<file path="src/hdl/fsap_pkg.sv">
// shared types and constants of the format string argument type parser
// result descriptors, queue entries and config bundle; no dependencies
package fsap_pkg;

	// argument type codes of a result
	localparam logic [2:0] AT_INT8  = 3'd0;
	localparam logic [2:0] AT_INT16 = 3'd1;
	localparam logic [2:0] AT_INT32 = 3'd2;
	localparam logic [2:0] AT_INT64 = 3'd3;
	localparam logic [2:0] AT_DBL   = 3'd4;
	localparam logic [2:0] AT_X87   = 3'd5;
	localparam logic [2:0] AT_PTR   = 3'd6;

	// most results one character can cause
	localparam int MAX_RES = 3;

	typedef struct packed {
		logic default_int_is_64;
		logic scan_mode;
	} cfg_t;

	typedef struct packed {
		logic [2:0] arg_type;
		logic [1:0] pointer_levels;
		logic       is_end;
	} res_t;

	// one queue entry: all results caused by one character
	typedef struct packed {
		logic [1:0]               cnt;
		res_t [MAX_RES-1:0]       res;
	} entry_t;

endpackage

</file>
<file path="src/hdl/fsap_front.sv">
// front part: accepts characters, runs the specifier state machine
// and pushes the results of each character as one queue entry; uses fsap_pkg
module fsap_front (
	input  logic            clk,
	input  logic            arst_n,
	input  fsap_pkg::cfg_t  cfg,
	input  logic            char_valid,
	input  logic [7:0]      char_code,
	output logic            char_stall,
	input  logic            q_full,
	output logic            push,
	output fsap_pkg::entry_t push_entry
);
	import fsap_pkg::*;

	typedef enum logic [3:0] {
		PH_TEXT, PH_PCT, PH_POSDIG, PH_FLAGS, PH_WDIG, PH_STAR, PH_STARDIG, PH_AFTERW,
		PH_DOT, PH_PDIG, PH_PSTAR, PH_PSTARDIG, PH_LEN, PH_I, PH_IDIG
	} phase_t;

	typedef struct packed {
		logic       vld;
		logic [2:0] arg;
		logic [1:0] ptr;
	} conv_t;

	localparam logic [7:0] CH_NUL    = 8'h00;
	localparam logic [7:0] CH_SPACE  = 8'h20;
	localparam logic [7:0] CH_HASH   = 8'h23;
	localparam logic [7:0] CH_DOLLAR = 8'h24;
	localparam logic [7:0] CH_PCT    = 8'h25;
	localparam logic [7:0] CH_QUOTE  = 8'h27;
	localparam logic [7:0] CH_STAR   = 8'h2A;
	localparam logic [7:0] CH_PLUS   = 8'h2B;
	localparam logic [7:0] CH_MINUS  = 8'h2D;
	localparam logic [7:0] CH_DOT    = 8'h2E;
	localparam logic [7:0] CH_ZERO   = 8'h30;
	localparam logic [7:0] CH_TWO    = 8'h32;
	localparam logic [7:0] CH_THREE  = 8'h33;
	localparam logic [7:0] CH_FOUR   = 8'h34;
	localparam logic [7:0] CH_SIX    = 8'h36;
	localparam logic [7:0] CH_NINE   = 8'h39;
	localparam logic [7:0] CH_UA     = 8'h41;
	localparam logic [7:0] CH_UC     = 8'h43;
	localparam logic [7:0] CH_UE     = 8'h45;
	localparam logic [7:0] CH_UF     = 8'h46;
	localparam logic [7:0] CH_UG     = 8'h47;
	localparam logic [7:0] CH_UI     = 8'h49;
	localparam logic [7:0] CH_UL     = 8'h4C;
	localparam logic [7:0] CH_US     = 8'h53;
	localparam logic [7:0] CH_UX     = 8'h58;
	localparam logic [7:0] CH_UZ     = 8'h5A;
	localparam logic [7:0] CH_A      = 8'h61;
	localparam logic [7:0] CH_C      = 8'h63;
	localparam logic [7:0] CH_D      = 8'h64;
	localparam logic [7:0] CH_E      = 8'h65;
	localparam logic [7:0] CH_F      = 8'h66;
	localparam logic [7:0] CH_G      = 8'h67;
	localparam logic [7:0] CH_H      = 8'h68;
	localparam logic [7:0] CH_I      = 8'h69;
	localparam logic [7:0] CH_J      = 8'h6A;
	localparam logic [7:0] CH_L      = 8'h6C;
	localparam logic [7:0] CH_N      = 8'h6E;
	localparam logic [7:0] CH_O      = 8'h6F;
	localparam logic [7:0] CH_P      = 8'h70;
	localparam logic [7:0] CH_S      = 8'h73;
	localparam logic [7:0] CH_T      = 8'h74;
	localparam logic [7:0] CH_U      = 8'h75;
	localparam logic [7:0] CH_X      = 8'h78;
	localparam logic [7:0] CH_Z      = 8'h7A;

	phase_t     phase_q, ph_d;
	logic       dn_q, dn_d;
	logic [2:0] low_q, low_d;
	logic [1:0] high_q, high_d;
	logic       stopped_q, stop_d;

	logic       accept;
	logic       is_dig, is_nul, is_zero, is_flag;
	logic [2:0] dflt;
	logic [1:0] n_pre;
	logic       tail_vld, tail_end;
	logic       go_flags, go_aft, go_len;
	conv_t      conv;
	res_t       dflt_res, tail_res;

	function automatic logic [1:0] sat_add(input logic [1:0] h, input logic [1:0] k);
		logic [2:0] s;
		s = {1'b0, h} + {1'b0, k};
		return (s > 3'd2) ? 2'd2 : s[1:0];
	endfunction

	function automatic logic [2:0] int_sel(input logic [2:0] lo, input logic [1:0] hi,
			input logic [2:0] fallback);
		logic [2:0] r;
		if (hi >= 2'd2 || lo[2])
			r = AT_INT64;
		else if (hi >= 2'd1)
			r = AT_INT32;
		else if (lo[1])
			r = AT_INT8;
		else if (lo[0])
			r = AT_INT16;
		else
			r = fallback;
		return r;
	endfunction

	function automatic conv_t convert(input logic [7:0] c, input logic [2:0] lo,
			input logic [1:0] hi, input logic [2:0] df);
		conv_t r;
		logic  big;
		big = (hi >= 2'd2) || lo[2];
		r   = '{vld: 1'b1, arg: df, ptr: 2'd0};
		unique case (c) inside
			CH_D, CH_I:                                 r.arg = int_sel(lo, hi, df);
			CH_O, CH_U, CH_X, CH_UX:                    r.arg = int_sel(lo, hi, AT_INT32);
			CH_F, CH_UF, CH_E, CH_UE, CH_G, CH_UG, CH_A, CH_UA:
			                                            r.arg = big ? AT_X87 : AT_DBL;
			CH_C, CH_UC:                                r.arg = AT_INT8;
			CH_S, CH_US: begin
				r.arg = AT_INT8;
				r.ptr = 2'd1;
			end
			CH_P:                                       r.arg = AT_PTR;
			CH_N: begin
				r.arg = int_sel(lo, hi, AT_INT32);
				r.ptr = 2'd1;
			end
			CH_PCT:                                     r.vld = 1'b0;
			default:                                    r.arg = df;
		endcase
		return r;
	endfunction

	assign char_stall = q_full;
	assign accept     = char_valid && !q_full;

	assign is_nul  = (char_code == CH_NUL);
	assign is_zero = (char_code == CH_ZERO);
	assign is_dig  = (char_code >= CH_ZERO) && (char_code <= CH_NINE);
	assign is_flag = (char_code == CH_QUOTE) || (char_code == CH_MINUS) ||
	                 (char_code == CH_PLUS) || (char_code == CH_SPACE) ||
	                 (char_code == CH_HASH) || is_zero;
	assign dflt    = cfg.default_int_is_64 ? AT_INT64 : AT_INT32;
	assign conv    = convert(char_code, low_q, high_q, dflt);

	always_comb begin
		ph_d     = phase_q;
		dn_d     = dn_q;
		low_d    = low_q;
		high_d   = high_q;
		stop_d   = stopped_q;
		n_pre    = 2'd0;
		tail_vld = 1'b0;
		tail_end = 1'b0;
		go_flags = 1'b0;
		go_aft   = 1'b0;
		go_len   = 1'b0;
		if (is_nul) begin
			// nul closes any open specifier, then the end marker, then full clear
			tail_vld = 1'b1;
			tail_end = 1'b1;
			ph_d     = PH_TEXT;
			dn_d     = 1'b0;
			low_d    = 3'd0;
			high_d   = 2'd0;
			stop_d   = 1'b0;
			if (!stopped_q) begin
				unique case (phase_q) inside
					PH_TEXT:                                      n_pre = 2'd0;
					PH_STAR, PH_PSTAR, PH_STARDIG, PH_PSTARDIG:   n_pre = 2'd2;
					default:                                      n_pre = 2'd1;
				endcase
			end
		end else if (!stopped_q) begin
			unique case (phase_q)
				PH_TEXT: begin
					if (char_code == CH_PCT) begin
						ph_d   = PH_PCT;
						low_d  = 3'd0;
						high_d = 2'd0;
					end
				end
				PH_PCT: begin
					if (is_dig) begin
						dn_d = !is_zero;
						ph_d = PH_POSDIG;
					end else
						go_flags = 1'b1;
				end
				PH_POSDIG: begin
					if (is_dig)
						dn_d = dn_q | !is_zero;
					else if (char_code == CH_DOLLAR) begin
						if (!dn_q) begin
							stop_d = 1'b1;
							ph_d   = PH_TEXT;
						end else
							ph_d = PH_FLAGS;
					end else if (dn_q)
						go_aft = 1'b1;
					else
						go_flags = 1'b1;
				end
				PH_STARDIG, PH_PSTARDIG: begin
					if (is_dig)
						dn_d = dn_q | !is_zero;
					else if (char_code == CH_DOLLAR) begin
						if (!dn_q) begin
							stop_d = 1'b1;
							ph_d   = PH_TEXT;
						end else begin
							n_pre = 2'd1;
							ph_d  = (phase_q == PH_STARDIG) ? PH_AFTERW : PH_LEN;
						end
					end else begin
						// star then digits without '$': star and first digit both consume
						n_pre  = 2'd2;
						low_d  = 3'd0;
						high_d = 2'd0;
						ph_d   = (char_code == CH_PCT) ? PH_PCT : PH_TEXT;
					end
				end
				PH_FLAGS:  go_flags = 1'b1;
				PH_WDIG:   go_aft = !is_dig;
				PH_PDIG:   go_len = !is_dig;
				PH_STAR: begin
					if (is_dig) begin
						dn_d = !is_zero;
						ph_d = PH_STARDIG;
					end else begin
						n_pre  = 2'd1;
						go_aft = 1'b1;
					end
				end
				PH_PSTAR: begin
					if (is_dig) begin
						dn_d = !is_zero;
						ph_d = PH_PSTARDIG;
					end else begin
						n_pre  = 2'd1;
						go_len = 1'b1;
					end
				end
				PH_AFTERW: go_aft = 1'b1;
				PH_DOT: begin
					if (char_code == CH_STAR)
						ph_d = PH_PSTAR;
					else if (is_dig)
						ph_d = PH_PDIG;
					else
						go_len = 1'b1;
				end
				PH_I: begin
					if (char_code == CH_THREE || char_code == CH_SIX)
						ph_d = PH_IDIG;
					else
						go_len = 1'b1;
				end
				PH_IDIG: begin
					if (char_code == CH_TWO)
						high_d = sat_add(high_q, 2'd1);
					else if (char_code == CH_FOUR)
						high_d = sat_add(high_q, 2'd2);
					ph_d = PH_LEN;
				end
				default:   go_len = 1'b1;
			endcase

			if (go_flags) begin
				if (is_flag)
					ph_d = PH_FLAGS;
				else if (char_code == CH_STAR)
					ph_d = PH_STAR;
				else if (is_dig)
					ph_d = PH_WDIG;
				else
					go_aft = 1'b1;
			end
			if (go_aft) begin
				if (char_code == CH_DOT)
					ph_d = PH_DOT;
				else
					go_len = 1'b1;
			end
			if (go_len) begin
				ph_d = PH_LEN;
				unique case (char_code) inside
					CH_H:        low_d = low_q | (low_q[0] ? 3'b010 : 3'b001);
					CH_UL:       low_d = low_q | 3'b100;
					CH_L:        high_d = sat_add(high_q, 2'd1);
					CH_UI:       ph_d = PH_I;
					CH_J, CH_Z, CH_UZ:
					             high_d = sat_add(high_q, 2'd2);
					CH_T:        high_d = sat_add(high_q, cfg.default_int_is_64 ? 2'd2 : 2'd1);
					default: begin
						tail_vld = conv.vld;
						low_d    = 3'd0;
						high_d   = 2'd0;
						ph_d     = PH_TEXT;
					end
				endcase
			end
		end
	end

	assign dflt_res = '{arg_type: dflt, pointer_levels: {1'b0, cfg.scan_mode}, is_end: 1'b0};
	assign tail_res = tail_end ? '{arg_type: AT_INT8, pointer_levels: 2'd0, is_end: 1'b1}
	                           : '{arg_type: conv.arg,
	                               pointer_levels: conv.ptr + {1'b0, cfg.scan_mode},
	                               is_end: 1'b0};

	always_comb begin
		push_entry.cnt = n_pre + {1'b0, tail_vld};
		for (int i = 0; i < MAX_RES; i++)
			push_entry.res[i] = (2'(i) < n_pre) ? dflt_res : tail_res;
	end

	assign push = accept && (push_entry.cnt != 2'd0);

	always_ff @(posedge clk or negedge arst_n) begin
		if (!arst_n) begin
			phase_q   <= PH_TEXT;
			dn_q      <= 1'b0;
			low_q     <= 3'd0;
			high_q    <= 2'd0;
			stopped_q <= 1'b0;
		end else if (accept) begin
			phase_q   <= ph_d;
			dn_q      <= dn_d;
			low_q     <= low_d;
			high_q    <= high_d;
			stopped_q <= stop_d;
		end
	end

endmodule

</file>
<file path="src/hdl/fsap_queue.sv">
// result queue between front and back parts; one entry per character
// that causes results; uses fsap_pkg
module fsap_queue #(
	parameter int DEPTH = 4
) (
	input  logic             clk,
	input  logic             arst_n,
	input  logic             push,
	input  fsap_pkg::entry_t push_entry,
	output logic             full,
	input  logic             pop,
	output logic             head_vld,
	output fsap_pkg::entry_t head
);
	import fsap_pkg::*;

	localparam int AW = $clog2(DEPTH);
	localparam int CW = $clog2(DEPTH + 1);

	entry_t        mem [DEPTH];
	logic [AW-1:0] wr_ptr_q, rd_ptr_q;
	logic [CW-1:0] count_q;

	function automatic logic [AW-1:0] wrap_inc(input logic [AW-1:0] p);
		return (p == AW'(DEPTH - 1)) ? '0 : p + 1'b1;
	endfunction

	assign full     = (count_q == CW'(DEPTH));
	assign head_vld = (count_q != '0);
	assign head     = mem[rd_ptr_q];

	always_ff @(posedge clk) begin
		if (push)
			mem[wr_ptr_q] <= push_entry;
	end

	always_ff @(posedge clk or negedge arst_n) begin
		if (!arst_n) begin
			wr_ptr_q <= '0;
			rd_ptr_q <= '0;
			count_q  <= '0;
		end else begin
			if (push)
				wr_ptr_q <= wrap_inc(wr_ptr_q);
			if (pop)
				rd_ptr_q <= wrap_inc(rd_ptr_q);
			if (push && !pop)
				count_q <= count_q + 1'b1;
			else if (pop && !push)
				count_q <= count_q - 1'b1;
		end
	end

endmodule

</file>
<file path="src/hdl/fsap_back.sv">
// back part: walks the results of the head queue entry one per cycle
// into the output register while res_stall is low; uses fsap_pkg
module fsap_back (
	input  logic             clk,
	input  logic             arst_n,
	input  logic             head_vld,
	input  fsap_pkg::entry_t head,
	output logic             pop,
	output logic             res_valid,
	input  logic             res_stall,
	output fsap_pkg::res_t   res,
	output logic             res_last
);
	import fsap_pkg::*;

	logic [1:0] idx_q;
	logic       valid_q;
	res_t       res_q;
	logic       last_q;
	logic       load, is_last;

	assign load    = !valid_q || !res_stall;
	assign is_last = (idx_q == head.cnt - 2'd1);
	assign pop     = load && head_vld && is_last;

	always_ff @(posedge clk or negedge arst_n) begin
		if (!arst_n) begin
			valid_q <= 1'b0;
			idx_q   <= 2'd0;
		end else if (load) begin
			valid_q <= head_vld;
			if (head_vld)
				idx_q <= is_last ? 2'd0 : idx_q + 2'd1;
		end
	end

	always_ff @(posedge clk) begin
		if (load && head_vld) begin
			res_q  <= head.res[idx_q];
			last_q <= is_last;
		end
	end

	assign res_valid = valid_q;
	assign res       = res_q;
	assign res_last  = last_q;

endmodule

</file>
<file path="src/hdl/format_string_arg_type_parser.sv">
// an accepted character's results are written as one entry into the result queue and
// then pass from the queue head into the output register
// throughput: one character per cycle; results leave one per cycle from the output register
// while res_stall is low, and char_stall rises while the QUEUE_DEPTH-entry result queue is full
// reset: arst_n clears parse state, queue pointers, output valid and both config
// registers at once; no clearing pass, the block takes characters right after reset
module format_string_arg_type_parser #(
	parameter int QUEUE_DEPTH = 4   // queue entries, 2 or more
) (
	input  logic       clk,
	input  logic       arst_n,
	// character channel
	input  logic       char_valid,
	output logic       char_stall,
	input  logic [7:0] char_code,
	// configuration write channel
	input  logic       cfg_valid,
	output logic       cfg_ready,
	input  logic       cfg_index,
	input  logic       cfg_data,
	// result channel
	output logic       res_valid,
	input  logic       res_stall,
	output logic [2:0] arg_type,
	output logic [1:0] pointer_levels,
	output logic       is_end,
	output logic       last
);
	import fsap_pkg::*;

	// register indexes of the configuration port
	localparam logic CFG_DEFAULT_INT = 1'b0;
	localparam logic CFG_SCAN        = 1'b1;

	cfg_t   cfg_q;
	logic   q_full, push, pop, head_vld;
	entry_t push_entry, head;
	res_t   res;

	// config writes never stall; the user must issue them only while the block is idle, the block does not enforce it
	assign cfg_ready = 1'b1;

	always_ff @(posedge clk or negedge arst_n) begin
		if (!arst_n) begin
			cfg_q <= '0;
		end else if (cfg_valid && cfg_ready) begin
			unique case (cfg_index)
				CFG_DEFAULT_INT: cfg_q.default_int_is_64 <= cfg_data;
				CFG_SCAN:        cfg_q.scan_mode         <= cfg_data;
			endcase
		end
	end

	// front: decodes each character against the specifier state and builds
	// the full result list of that character in the same cycle
	fsap_front u_front (
		.clk        (clk),
		.arst_n     (arst_n),
		.cfg        (cfg_q),
		.char_valid (char_valid),
		.char_code  (char_code),
		.char_stall (char_stall),
		.q_full     (q_full),
		.push       (push),
		.push_entry (push_entry)
	);

	// characters that cause no result never enter the queue
	fsap_queue #(
		.DEPTH (QUEUE_DEPTH)
	) u_queue (
		.clk        (clk),
		.arst_n     (arst_n),
		.push       (push),
		.push_entry (push_entry),
		.full       (q_full),
		.pop        (pop),
		.head_vld   (head_vld),
		.head       (head)
	);

	// back: up to three results per entry, the last one flagged
	fsap_back u_back (
		.clk       (clk),
		.arst_n    (arst_n),
		.head_vld  (head_vld),
		.head      (head),
		.pop       (pop),
		.res_valid (res_valid),
		.res_stall (res_stall),
		.res       (res),
		.res_last  (last)
	);

	assign arg_type       = res.arg_type;
	assign pointer_levels = res.pointer_levels;
	assign is_end         = res.is_end;

endmodule

</file>
<file path="config.mk">
export PLATFORM = sky130hd
export DESIGN_NAME = format_string_arg_type_parser
export DESIGN_NICKNAME = d
export VERILOG_FILES = /design/src/hdl/fsap_pkg.sv /design/src/hdl/fsap_front.sv /design/src/hdl/fsap_queue.sv /design/src/hdl/fsap_back.sv /design/src/hdl/format_string_arg_type_parser.sv
export SDC_FILE = /design/constraint.sdc
export NUM_CORES = 1
export LEC_CHECK = 0
export BUFFER_PORTS_ARGS = -buffer_cell sky130_fd_sc_hd__buf_2
export CAP_MARGIN = 10
export CORE_ASPECT_RATIO = 0.9
export CORE_MARGIN = 3
export CORE_UTILIZATION = 45
export CTS_CLUSTER_SIZE = 8
export DETAILED_ROUTE_END_ITERATION = 7
export GPL_ROUTABILITY_DRIVEN = 0
export SLEW_MARGIN = 15
export SYNTH_ARGS = -nofsm -noshare
export SYNTH_HDL_FRONTEND = slang
export SYNTH_HIERARCHICAL = 1
export SYNTH_SLANG_ARGS = --single-unit
</file>
<file path="constraint.sdc">
create_clock -name clk -period 4.5 [get_ports clk]
set_clock_uncertainty 0.15 [all_clocks]
set_input_delay 0.225 -clock clk [delete_from_list [all_inputs] [get_ports clk]]
set_output_delay 0.225 -clock clk [all_outputs]
set_load 0.01 [all_outputs]
</file>
==> flow_summary.json <==
{
  "cts-resized-gates": 0,
  "post_cts_buffers": 0,
  "ys_ff_latch": 110,
  "cts.sinks": 110,
  "cp_slowest_cell": "dfrtp_1",
  "vias": 4408,
  "ys.flop_type": "edfxtp_1",
  "wire_per_inst_um": 20.35,
  "cp_top_family": "compound AO/OA/AOI/OAI gates",
  "postRouteAntennaNets": 0,
  "clock_path_buffers": 2,
  "finalHoldWorstSlack_ns": 0.07478,
  "antenna_cells": 0,
  "area_growth_pct": 9.233,
  "synth.avg_cell_area_um2": 12.05,
  "crit_buf_inv": 2,
  "ys_seq_area_frac": 0.5159,
  "fmax_ghz": 0.2425,
  "clockRootBuffer": "clkbuf_16",
  "slew_viol_final": 0,
  "cpMostUsedCell": "xor2_1",
  "min_path_type": "primary input to flip-flop",
  "die_w_um": 129.5,
  "comb_power_share": 0.366,
  "drv_cap": 0,
  "antenna_found_initial": 0,
  "required_ns": 4.61,
  "floorplan.rows": 39,
  "synth_cells": 513,
  "grt_pass1_vias": 4150,
  "fill_cells": 1144,
  "routed_wl_um": 14330,
  "tritoncts": "done",
  "drc_errors": 0,
  "switching_power_mw": 1.218,
  "cp_max_fo": 19,
  "finalSetupTns_ns": 0,
  "grt_pass1_wl_um": 22850,
  "cts_buffers": 9,
  "maxSlewHeadroom": 0.5396,
  "io_pins": 25,
  "clock_latency_ns": 0.34,
  "portBuffers": 23,
  "chipHeight_um": 117.2,
  "r2r_setup_slack_ns": 0.38,
  "syn-cell-area_mm2": 0.006180,
  "viasPerCell": 6.261,
  "drive_gt1_frac": 0.1944,
  "cp_data_arrival_time_ns": 4.24,
  "clk_pin_slew_ns": 0.07,
  "power_frac_seq": 0.423,
  "ir_worst_vdd_mv": 0.2755,
  "first_pass_iters": 7,
  "finalCritPeriodShare": 0.9162,
  "dieArea_mm2": 0.01518,
  "gr-total-overflow": 0,
  "hold_viol_final": 0,
  "startpoint_type": "flip-flop",
  "num-nets-final": 561,
  "grt_use_total": 0.1967,
  "synthArstFlopShare": 0.2091,
  "grt_start_max_net_pins": 24,
  "switching_share": 0.3400,
  "pwr-share-clk": 0.211,
  "p_total_mw": 3.584,
  "setup_ws_ns": 0.3770,
  "p_leak_nw": 2.440,
  "drt_iter0_markers": 472,
  "internal_power_mw": 2.365,
  "dpl_worst_slack_ns": 0.3903,
  "detailed_place_hpwl_um": 9766,
  "tightest_slew_ns": 0.6866,
  "cts_max_level": 3,
  "path_cells": "inv_1 -> nor4_1 -> a211oi_1 -> a211oi_1 -> or3_1 -> a31o_2 -> ha_1 -> xor2_1 -> o21ba_2 -> ha_1 -> inv_1 -> fa_1 -> xor2_1 -> nor2_1 -> xor2_1",
  "path_class": "flip-flop to flip-flop",
  "yosysWarnings": 6,
  "status": "finished clean",
  "synth_enable_flop_cells": 87,
  "syn_nets": 539,
  "ys_types": 84,
  "start_util": 0.4725,
  "max_stage_delay_ns": 0.74,
  "critPathCaptureType": "flip-flop",
  "core_mm2": 0.01308,
  "powerDensity_mw_per_mm2": 530.9,
  "finalSetupViolations": 0,
  "rsz0062_at_grt": "false",
  "min_period_ns": 4.123
}
area by class of cell:
type	instances	area, um^2	area share
sequential	110	3188	0.4723
timing repair buffer	45	287.8	0.04263
inverter	18	67.56	0.01001
clock inverter	5	52.55	0.007785
multi-input combinational	351	2716	0.4024
clock buffer	11	232.7	0.03448
tap	164	205.2	0.03040
layout by cell type, fill, tap and decap left out, types with 4 or more instances in the layout:
master	netlist	layout
o22ai_1	4	4
nor3_1	13	13
inv_1	16	16
nor2_1	28	28
nand4_1	6	6
o21ai_0	27	27
mux4_2	18	18
xor2_1	5	5
or3_1	7	7
nand3_1	12	12
mux2i_1	7	7
buf_4	4	19
nand2b_1	9	9
clkbuf_16	0	9
mux2_2	5	5
dfrtp_1	23	23
o21ai_1	8	8
a21o_1	5	5
nor4_1	5	5
a21oi_1	23	23
a211oi_1	5	5
and2_1	8	8
buf_2	10	23
nor2b_1	10	10
a31oi_1	4	4
and3_1	8	8
ha_1	9	9
nand2_1	36	36
edfxtp_1	87	87
a22o_1	4	4
a41oi_1	4	4
cell usage after synthesis (all sizes together), types with 5 or more instances:
master  number  area, um^2
a211oi       6       50.05
a21o         5       37.54
a21oi       25       132.6
and2         9       58.81
and3         8       50.05
buf         23       166.4
clkbuf      11       41.29
dfrtp       23       575.6
edfxtp      87        2613
ha           9       112.6
inv         16       60.06
mux2         7       86.33
mux2i        7       70.07
mux4        20       457.9
nand2       36       135.1
nand2b       9       56.30
nand3       13       70.07
nand4        6       37.54
nor2        31       123.9
nor2b       10       62.56
nor3        13       65.06
nor4         6       43.79
o21ai       35       175.2
or3          7       43.79
xor2         5       43.79
registers in the layout, summed over array words and instances, names as in the netlist:
register           cells
cfg_q                  2
u_back/idx_q           2
u_back/res             6
u_back/res_last        1
u_back/res_valid       1
u_front/dn_q           1
u_front/high_q         2
u_front/low_q          3
u_front/phase_q        4
u_front/stopped_q      1
u_queue/count_q        3
u_queue/mem           80
u_queue/rd_ptr_q       2
u_queue/wr_ptr_q       2
power by group through the flow:
stage,clock (mW),combinational (mW),sequential (mW)
after floorplan,0,1.06,1.46
after global placement,0,1.29,1.53
after detailed placement,0,1.31,1.54
after CTS,0.779,1.31,1.52
after global routing,0.814,1.44,1.54
final,0.756,1.31,1.52
metal layers:
layer	vias up	GRT usage	wire length, um
met5	-	0	0
met3	21	0.03403	1086
li1	2022	-	-
met1	2144	0.2964	6678
met2	221	0.3025	6378
met4	0	0.04224	187
tightest hold or removal path: cells and delay by family:
family | cells | cell delay (ns)
multiplexers | 1 | 0.14
buffers and inverters | 1 | 0.11
AND/OR/NAND/NOR | 1 | 0.06
cells by family (layout without fill, tap and decap cells):
family                   after synthesis  after routing  synth area share
AO/OA/AOI/OAI                        128            128            0.1482
XOR/XNOR                               7              7          0.009921
adder cells (fa/ha/maj)               11             11           0.02470
buffers and inverters                 52             79           0.04455
flip-flops                           110            110            0.5159
multiplexers                          34             34           0.09941
other                                  1              1         0.0006068
AND/OR/NAND/NOR                      170            170            0.1567
stage by stage:
stage               instance area [um^2]  cells  utilization
finish                              6750    704       0.5162
global route                        6750    704       0.5162
CTS                                 6750    704       0.5162
detailed placement                  6435    685       0.4921
global placement                    6435    685       0.4921
floorplan                           6180    513            -
repair_timing:
item | 4_1_cts | 5_1_grt
hold buffers | 3 | 0
setup endpoints to repair | 0 | 0
hold endpoints to repair | 26 | 0
path summary, 6_finish.rpt:
| check | start | end | cells past startpoint |
|---|---|---|---|
| worst min register to register | u_queue/count_q[2] | u_queue/count_q[2] | 1 |
| worst min-delay path | cfg_valid | cfg_q[0] | 3 |
| worst max register to register | u_front/phase_q[2] | u_queue/count_q[2] | 15 |
| worst max-delay path | u_front/phase_q[2] | u_queue/count_q[2] | 15 |
| min in group asynchronous | arst_n | u_queue/count_q[0] | 2 |
| max in group asynchronous | arst_n | u_front/phase_q[1] | 2 |
Note: power is estimated with default switching activity, not from simulation.
